File: config.mk
export PLATFORM = sky130hd
export DESIGN_NAME = median_and_mad_engine_top
export DESIGN_NICKNAME = d
export VERILOG_FILES = /design/src/design/mme_pkg.sv /design/src/design/mme_ctrl.sv /design/src/design/mme_dpath.sv /design/src/design/median_and_mad_engine_top.sv
export SDC_FILE = /design/constraint.sdc
export NUM_CORES = 2
export LEC_CHECK = 0
export ABC_AREA = 1
export BUFFER_PORTS_ARGS = -buffer_cell sky130_fd_sc_hd__buf_2
export CORE_MARGIN = 3
export CORE_UTILIZATION = 35
export CTS_BUF_LIST = sky130_fd_sc_hd__clkbuf_8
export CTS_CLUSTER_SIZE = 20
export DETAILED_ROUTE_END_ITERATION = 7
export PLACE_DENSITY_LB_ADDON = 0.08
export SYNTH_ARGS = -nofsm -noshare
export SYNTH_HDL_FRONTEND = slang
export SYNTH_HIERARCHICAL = 1
export SYNTH_SLANG_ARGS = --single-unit
File: constraint.sdc
create_clock -name i_clk -period 6.4 [get_ports i_clk]
set_input_delay 0.64 -clock i_clk [delete_from_list [all_inputs] [get_ports i_clk]]
set_output_delay 0.64 -clock i_clk [all_outputs]
set_load 0.005 [all_outputs]
File: src/design/mme_pkg.sv
`timescale 1ns / 1ps

package mme_pkg;

    localparam int CAPACITY    = 64;
    localparam int DATA_W      = 32;
    localparam int CNT_W       = $clog2(CAPACITY + 1);
    localparam int ADDR_W      = (CAPACITY > 1) ? $clog2(CAPACITY) : 1;
    localparam int OUT_CNT_W   = 7;

    localparam logic [DATA_W-1:0] SIGN_BIT = {1'b1, {(DATA_W-1){1'b0}}};
    localparam logic [DATA_W-1:0] Q_MAX    = {1'b0, {(DATA_W-1){1'b1}}};

    typedef enum logic [1:0] {
        CMD_CLEAR  = 2'd0,
        CMD_APPEND = 2'd1,
        CMD_MEDIAN = 2'd2,
        CMD_MAD    = 2'd3
    } t_cmd_code;

    typedef enum logic [2:0] {
        S_IDLE,
        S_PASS,
        S_DRAIN,
        S_DECIDE,
        S_OUT
    } t_state;

    // controller to datapath
    typedef struct packed {
        logic clear;
        logic append;
        logic start;
        logic rd;
        logic decide;
        logic out_load;
    } t_ctl;

    // datapath to controller
    typedef struct packed {
        logic empty;
        logic addr_end;
        logic pipe_busy;
        logic last_bit;
        logic need_second;
    } t_sts;

endpackage

File: src/design/mme_ctrl.sv
`timescale 1ns / 1ps

module mme_ctrl
    import mme_pkg::*;
(
    input  logic      i_clk,
    input  logic      i_rst_n,
    input  logic      i_in_valid,
    input  logic [1:0] i_cmd,
    input  logic      i_out_stall,
    input  t_sts      i_sts,
    output t_ctl      o_ctl,
    output logic      o_in_stall,
    output logic      o_out_valid
);

    t_state r_state, n_state;
    logic   r_out_vld, n_out_vld;

    always_ff @(posedge i_clk) begin
        if (!i_rst_n) begin
            r_state   <= S_IDLE;
            r_out_vld <= 1'b0;
        end else begin
            r_state   <= n_state;
            r_out_vld <= n_out_vld;
        end
    end

    always_comb begin
        n_state   = r_state;
        o_ctl     = '0;
        n_out_vld = r_out_vld && i_out_stall;
        unique case (r_state)
            S_IDLE: begin
                if (i_in_valid) begin
                    unique case (t_cmd_code'(i_cmd))
                        CMD_CLEAR:  o_ctl.clear  = 1'b1;
                        CMD_APPEND: o_ctl.append = 1'b1;
                        CMD_MEDIAN, CMD_MAD: begin
                            o_ctl.start = 1'b1;
                            n_state     = i_sts.empty ? S_OUT : S_PASS;
                        end
                        default: ;
                    endcase
                end
            end
            S_PASS: begin
                if (i_sts.addr_end) begin
                    n_state = S_DRAIN;
                end else begin
                    o_ctl.rd = 1'b1;
                end
            end
            S_DRAIN: begin
                if (!i_sts.pipe_busy) begin
                    n_state = S_DECIDE;
                end
            end
            S_DECIDE: begin
                o_ctl.decide = 1'b1;
                n_state = (i_sts.last_bit && !i_sts.need_second) ? S_OUT : S_PASS;
            end
            S_OUT: begin
                if (!r_out_vld || !i_out_stall) begin
                    o_ctl.out_load = 1'b1;
                    n_out_vld      = 1'b1;
                    n_state        = S_IDLE;
                end
            end
            default: n_state = S_IDLE;
        endcase
    end

    assign o_in_stall  = (r_state != S_IDLE);
    assign o_out_valid = r_out_vld;

endmodule

File: src/design/mme_dpath.sv
`timescale 1ns / 1ps

module mme_dpath
    import mme_pkg::*;
(
    input  logic                  i_clk,
    input  logic                  i_rst_n,
    input  t_ctl                  i_ctl,
    input  logic [1:0]            i_cmd,
    input  logic signed [DATA_W-1:0] i_sample,
    input  logic signed [DATA_W-1:0] i_center,
    output t_sts                  o_sts,
    output logic signed [DATA_W-1:0] o_result,
    output logic                  o_result_kind,
    output logic [OUT_CNT_W-1:0]  o_sample_count,
    output logic                  o_dropped
);

    logic [DATA_W-1:0] r_mem [CAPACITY];

    logic [CNT_W-1:0]  r_held;
    logic              r_drop;
    logic [CNT_W-1:0]  r_n;
    logic              r_kind;
    logic signed [DATA_W-1:0] r_center;
    logic              r_second;

    logic [CNT_W-1:0]  r_addr;
    logic              r_rvld;
    logic signed [DATA_W-1:0] r_rdata;
    logic              r_kvld;
    logic [DATA_W-1:0] r_key;
    logic [CNT_W-1:0]  r_c0;

    logic [DATA_W-1:0] r_prefix, r_mask, r_cur, r_lo;
    logic [CNT_W-1:0]  r_k;

    logic [DATA_W-1:0] r_out_res;
    logic              r_out_kind;
    logic [OUT_CNT_W-1:0] r_out_cnt;
    logic              r_out_drop;

    logic signed [DATA_W:0] dev;
    logic [DATA_W:0]        dev_abs;
    logic [DATA_W-1:0]      n_key;
    logic                   match;
    logic                   k_lt;
    logic [DATA_W-1:0]      n_prefix;
    logic [CNT_W-1:0]       n_k;
    logic [DATA_W:0]        pair_sum;
    logic [DATA_W-1:0]      n_result;
    logic [CNT_W+OUT_CNT_W-1:0] cnt_ext;
    logic                   n_even;

    // sort key: sample or saturated deviation, sign flipped for unsigned order
    always_comb begin
        dev     = {r_rdata[DATA_W-1], r_rdata} - {r_center[DATA_W-1], r_center};
        dev_abs = dev[DATA_W] ? (DATA_W+1)'(-dev) : dev;
        if (!r_kind) begin
            n_key = r_rdata ^ SIGN_BIT;
        end else if (dev_abs > {1'b0, Q_MAX}) begin
            n_key = Q_MAX ^ SIGN_BIT;
        end else begin
            n_key = dev_abs[DATA_W-1:0] ^ SIGN_BIT;
        end
    end

    assign match    = ((r_key ^ r_prefix) & (r_mask | r_cur)) == '0;
    assign k_lt     = r_k < r_c0;
    assign n_prefix = k_lt ? r_prefix : (r_prefix | r_cur);
    assign n_k      = k_lt ? r_k : (r_k - r_c0);
    assign n_even   = ~r_held[0];

    assign pair_sum = {1'b0, r_lo} + {1'b0, r_prefix};
    always_comb begin
        if (r_n == '0) begin
            n_result = '0;
        end else if (r_n[0]) begin
            n_result = r_lo ^ SIGN_BIT;
        end else begin
            n_result = pair_sum[DATA_W:1] ^ SIGN_BIT;
        end
    end
    assign cnt_ext = {{OUT_CNT_W{1'b0}}, r_n};

    // sample store
    always_ff @(posedge i_clk) begin
        if (i_ctl.append && (r_held < CNT_W'(CAPACITY))) begin
            r_mem[r_held[ADDR_W-1:0]] <= i_sample;
        end
        if (i_ctl.rd) begin
            r_rdata <= r_mem[r_addr[ADDR_W-1:0]];
        end
    end

    always_ff @(posedge i_clk) begin
        if (!i_rst_n) begin
            r_held   <= '0;
            r_drop   <= 1'b0;
            r_rvld   <= 1'b0;
            r_kvld   <= 1'b0;
            r_n      <= '0;
            r_c0     <= '0;
            r_k      <= '0;
            r_second <= 1'b0;
        end else begin
            r_rvld <= i_ctl.rd;
            r_kvld <= r_rvld;
            if (i_ctl.clear) begin
                r_held <= '0;
                r_drop <= 1'b0;
            end else if (i_ctl.append) begin
                if (r_held < CNT_W'(CAPACITY)) begin
                    r_held <= r_held + 1'b1;
                end else begin
                    r_drop <= 1'b1;
                end
            end
            if (i_ctl.start) begin
                r_n      <= r_held;
                r_second <= 1'b0;
                r_c0     <= '0;
                r_k      <= n_even ? (r_held >> 1) - 1'b1 : (r_held >> 1);
            end else if (i_ctl.decide) begin
                r_c0 <= '0;
                if (r_cur[0] && !r_second && !r_n[0]) begin
                    r_second <= 1'b1;
                    r_k      <= r_n >> 1;
                end else begin
                    r_k <= n_k;
                end
            end else if (r_kvld && match) begin
                r_c0 <= r_c0 + 1'b1;
            end
        end
    end

    // select state, payload only
    always_ff @(posedge i_clk) begin
        r_key <= n_key;
        if (i_ctl.start) begin
            r_center <= i_center;
            r_kind   <= (t_cmd_code'(i_cmd) == CMD_MAD);
            r_addr   <= '0;
            r_prefix <= '0;
            r_mask   <= '0;
            r_cur    <= SIGN_BIT;
        end else if (i_ctl.decide) begin
            r_addr <= '0;
            if (r_cur[0] && !r_second) begin
                r_lo <= n_prefix;
            end
            if (r_cur[0] && !r_second && !r_n[0]) begin
                r_prefix <= '0;
                r_mask   <= '0;
                r_cur    <= SIGN_BIT;
            end else begin
                r_prefix <= n_prefix;
                r_mask   <= r_mask | r_cur;
                r_cur    <= r_cur >> 1;
            end
        end else if (i_ctl.rd) begin
            r_addr <= r_addr + 1'b1;
        end
        if (i_ctl.out_load) begin
            r_out_res  <= n_result;
            r_out_kind <= r_kind;
            r_out_cnt  <= cnt_ext[OUT_CNT_W-1:0];
            r_out_drop <= r_drop;
        end
    end

    always_comb begin
        o_sts.empty       = (r_held == '0);
        o_sts.addr_end    = (r_addr == r_n);
        o_sts.pipe_busy   = r_rvld | r_kvld;
        o_sts.last_bit    = r_cur[0];
        o_sts.need_second = !r_second && !r_n[0];
    end

    assign o_result       = r_out_res;
    assign o_result_kind  = r_out_kind;
    assign o_sample_count = r_out_cnt;
    assign o_dropped      = r_out_drop;

`ifndef ASSERT_OFF
    a_held_bound: assert property (@(posedge i_clk) disable iff (!i_rst_n)
        r_held <= CNT_W'(CAPACITY))
        else $error("held count above capacity");

    a_count_bound: assert property (@(posedge i_clk) disable iff (!i_rst_n)
        r_c0 <= r_n)
        else $error("rank count exceeds sample count");

    a_rank_in_range: assert property (@(posedge i_clk) disable iff (!i_rst_n)
        i_ctl.decide |-> (r_k < r_n))
        else $error("selected rank out of range");

    a_append_grows: assert property (@(posedge i_clk) disable iff (!i_rst_n)
        (i_ctl.append && (r_held < CNT_W'(CAPACITY))) |=> (r_held == $past(r_held) + 1'b1))
        else $error("append did not grow the set");
`endif

endmodule

File: src/design/median_and_mad_engine_top.sv
`timescale 1ns / 1ps

// median and median absolute deviation engine
// input channel: i_in_valid / o_in_stall carry one command item (i_cmd,
//   i_sample, i_center); clear and append give no result
// output channel: o_out_valid / i_out_stall carry one result item per median
//   (cmd 2) or deviation (cmd 3) query, held in an output register
// a query runs a bitwise rank select over the stored samples: each of the 32
//   bit decisions is one read pass over the n held samples followed by pipeline
//   drain and a decision step; an even count runs a second select for the
//   other middle rank (two middle ranks); an empty set skips the passes and
//   answers zero; the single read port of the sample store sets the pass
//   length
// o_in_stall is high while a query is in progress; a new command is taken
//   while an earlier result still waits in the output register
// when the receiver stalls, a finished query waits until the output register
//   frees up and the input stays stalled meanwhile
// reset empties the set, clears the drop flag and the output valid; the
//   sample store itself is not cleared

module median_and_mad_engine_top
    import mme_pkg::*;
(
    input  logic                     i_clk,
    input  logic                     i_rst_n,
    input  logic                     i_in_valid,
    output logic                     o_in_stall,
    input  logic [1:0]               i_cmd,
    input  logic signed [DATA_W-1:0] i_sample,
    input  logic signed [DATA_W-1:0] i_center,
    output logic                     o_out_valid,
    input  logic                     i_out_stall,
    output logic signed [DATA_W-1:0] o_result,
    output logic                     o_result_kind,
    output logic [OUT_CNT_W-1:0]     o_sample_count,
    output logic                     o_dropped
);

    t_ctl ctl;
    t_sts sts;

    // sequencer: command decode, pass and decision steps, result hand-off
    mme_ctrl u_ctrl (
        .i_clk       (i_clk),
        .i_rst_n     (i_rst_n),
        .i_in_valid  (i_in_valid),
        .i_cmd       (i_cmd),
        .i_out_stall (i_out_stall),
        .i_sts       (sts),
        .o_ctl       (ctl),
        .o_in_stall  (o_in_stall),
        .o_out_valid (o_out_valid)
    );

    // sample store, key pipeline, rank counter and result register
    mme_dpath u_dpath (
        .i_clk          (i_clk),
        .i_rst_n        (i_rst_n),
        .i_ctl          (ctl),
        .i_cmd          (i_cmd),
        .i_sample       (i_sample),
        .i_center       (i_center),
        .o_sts          (sts),
        .o_result       (o_result),
        .o_result_kind  (o_result_kind),
        .o_sample_count (o_sample_count),
        .o_dropped      (o_dropped)
    );

endmodule
==> out/metrics.cfg <==
[sta]
worst_slew_pin_slew_ns=1.21
period_minus_slack_ns=4.83
hold_viol=0
setup_viol=0
maxSlewHeadroom_pct=19.2
rsz0062_at_grt=false
fin_ws_ns=1.57
clock.fmax_mhz=207
slew_violations=0
finalCritPeriodShare_pct=75.4
setup_tns_ns=0
fin_skew_ns=0.0934

[die]
start_util_pct=35.4
io_pins=113
die_h_um=533
core_um2=275000
num_rows=192
die_x_um=533
dieArea_um2=284000

[pwr]
p_leak_nw=37.8
p_per_area_nw_per_um2=365
max-vdd-ir-drop_mv=0.336

[synthesis]
synth_top_area_cell=edfxtp_1
synth_top_area_share_pct=67.6
synthCells=8114
ys_ff_latch=2357
yosysSeqAreaShare_pct=71.1
syn_area_um2=97200
synthTopCellsByArea=edfxtp_1 (68%), o21ai_0 (6.0%), nor2_1 (5.3%)
syn_nets=8267
yosys.cell_types.count=63
yosys_warnings=6
avgSynthCellArea_um2=12.0

[placement]
placed_cells=11617
place_hpwl_um=208000
portBuffers=112
gp_congestion=0.864
placed_area_um2=103000
place_ws_ns=1.62

[routing]
routed_wirelength_um=339000
drc=0
vias=67077
postRouteAntennaNets=0
dr.pass1.iters=7
drt-vias-per-instance=5.41
routedWlPerCell_um=27.3
drtIter0Drc=6261

[critical_path]
path_class=flop to flop
crit_cells=9
crit_family=simple AND/OR/NAND/NOR gates
crit_buf_inv=2
end_kind=flop
crit_chain=nor2_2, nand2_2, nor3b_1, buf_4, nand2_1, nor2_1, nand2_1, nor2_4, buf_4
slowest_stage=nor2_4
max_stage_delay_ns=0.93
cp.required_ns=7.09
rr_worst_depth=9
path_max_fanout=22
cp-start-kind=flop
arrival_ns=5.51

[global_routing]
gr-total-overflow=0
grt_pass1_wl_um=482000
grt_antenna_before_repair=23
grt_pass1_vias=64869
grt_usage_pct=23.2
grt_max_degree=173

[clock_tree]
clk_path_buf_depth=4
cts_tree=done
clk_pin_slew_worst_paths_ns=0.06
cts.sinks=2357
cts_setup_buffers=0
cts_root_buf=clkbuf_8
cts-htree-levels=5
cts_inserted_buffers=412
clk_latency_ns=1.08

[final_layout]
postLayoutCoreUtil_pct=40.2
multi_input_area_um2=25200
area_growth_pct=13.8
nFillCells=26540
drive_gt1_share_pct=11.5
fin_area_um2=111000
final_nets=8548
seq_area_um2=69100
fin_cells=12409

[min_path]
min_path_type=input pin to flop
whs_path_depth=1

[outcome]
status=completed

[run]
cap_violations=0

-- layer usage --
| metal | part of all wire, % | track usage [%] | vias to the layer above |
|---|---|---|---|
| met2 | 47 | 37.6 | 2245 |
| li1 | - | - | 30332 |
| met3 | 5.8 | 2.89 | 480 |
| met4 | 2.9 | 6.87 | 6 |
| met1 | 44 | 32.6 | 34014 |
| met5 | 0.012 | 0 | - |
-- cells in the mapped netlist (all sizes together) --
library cell,n
a2111oi,1
a211oi,27
a21boi,2
a21o,4
a21oi,232
a221o,11
a221oi,5
a22oi,6
a311oi,4
a31o,1
a31oi,54
a32o,12
and2,2
buf,36
clkbuf,445
clkinv,5
dfxtp,171
edfxtp,2186
fa,3
ha,80
inv,416
nand2,770
nand3,268
nand3b,4
nand4,56
nor2,1383
nor3,33
nor3b,4
nor4,8
o2111ai,1
o211a,1
o211ai,68
o21a,18
o21ai,1163
o21bai,2
o221ai,201
o22ai,334
o311a,5
o31a,1
o31ai,2
o32ai,1
or2,34
or4,1
xnor2,15
xor2,38
-- worst reg2reg max path, cell delays in order (launching register included) --
cell,delay [ns]
dfxtp_1,0.37
nor2_2,0.18
nand2_2,0.14
nor3b_1,0.91
buf_4,0.28
nand2_1,0.32
nor2_1,0.45
nand2_1,0.50
nor2_4,0.94
buf_4,0.41
-- where the power goes --
group / leakage [nW] / internal, mW / total, mW / switching [mW]
Clock: 4.32 / 6.31 / 12.7 / 6.38
Combinational: 12.4 / 2.56 / 9.98 / 7.42
Sequential: 21.1 / 17.3 / 17.7 / 0.423
Total: 37.8 / 26.2 / 40.4 / 14.2
-- logic make-up after synthesis --
kind of cell | synth area share (%)
compound gates | 12.9
xor+xnor | 0.478
fa+ha+maj | 1.09
buf+inv | 3.55
flops | 71.1
simple gates | 10.9
-- path summary, 6_finish.rpt --
path / slack (ns) / end / from
hold reg to reg: 0.43 / u_dpath/r_kvld$_SDFF_PN0_ / u_dpath/r_rvld$_SDFF_PN0_
setup / recovery: 1.57 / u_dpath/r_mem[55][3]$_DFFE_PP_ / u_ctrl/r_state[0]$_SDFFE_PN0P_
setup reg to reg: 1.57 / u_dpath/r_mem[55][3]$_DFFE_PP_ / u_ctrl/r_state[0]$_SDFFE_PN0P_
hold / removal: 0.12 / u_dpath/r_mem[31][10]$_DFFE_PP_ / i_sample[10]
-- flip-flops by register name, summed over array words and instances, names as in the netlist, 3 cells and up --
| register | flops |
|---|---|
| u_dpath/r_prefix | 32 |
| u_dpath/r_c0 | 7 |
| u_dpath/r_addr | 7 |
| u_dpath/r_held | 7 |
| u_dpath/r_center | 32 |
| u_dpath/r_lo | 32 |
| u_dpath/r_rdata | 32 |
| u_dpath/r_mask | 32 |
| u_dpath/r_k | 7 |
| u_dpath/o_sample_count | 7 |
| u_dpath/r_n | 7 |
| u_dpath/r_cur | 32 |
| u_dpath/o_result | 32 |
| u_dpath/r_mem | 2048 |
| u_dpath/r_key | 32 |
| u_ctrl/r_state | 3 |
-- layout make-up --
cell class                      instances  area share (%)
Multi-Input combinational cell       4855            22.8
Timing Repair Buffer                  348            2.46
Clock buffer                          422            5.25
Sequential cell                      2357            62.5
Tap cell                             3686            4.17
Inverter                              421            1.46
Antenna cell                            7          0.0158
Clock inverter                        313            1.43
-- per-stage QoR --
stage / hold slack [ns] / total power, mW
global route: 0.0869 / 42.5
global placement: 0.415 / 28.0
floorplan: 0.403 / 23.8
finish: 0.119 / 40.4
CTS: 0.00578 / 40.9
detailed placement: 0.419 / 28.1
-- timing repair --
item                                   in CTS  in global routing
gates resized for setup                     0                  0
hold buffers                               50                  0
endpoints found under the hold margin     189                  0
-- layout by cell type, fill, tap and decap left out, types with 68 or more instances in the layout --
| cell | count |
|---|---|
| edfxtp_1 | 2186 |
| nor2_1 | 1300 |
| o21ai_0 | 1158 |
| nand2_1 | 743 |
| inv_1 | 544 |
| clkbuf_8 | 422 |
| o22ai_1 | 334 |
| nand3_1 | 247 |
| a21oi_1 | 228 |
| o221ai_1 | 201 |
| buf_4 | 189 |
| dfxtp_1 | 166 |
| clkinv_1 | 97 |
| buf_2 | 92 |
| ha_1 | 80 |
| nor2_4 | 68 |
| o211ai_1 | 68 |
Note: power is estimated with default switching activity, not from simulation.
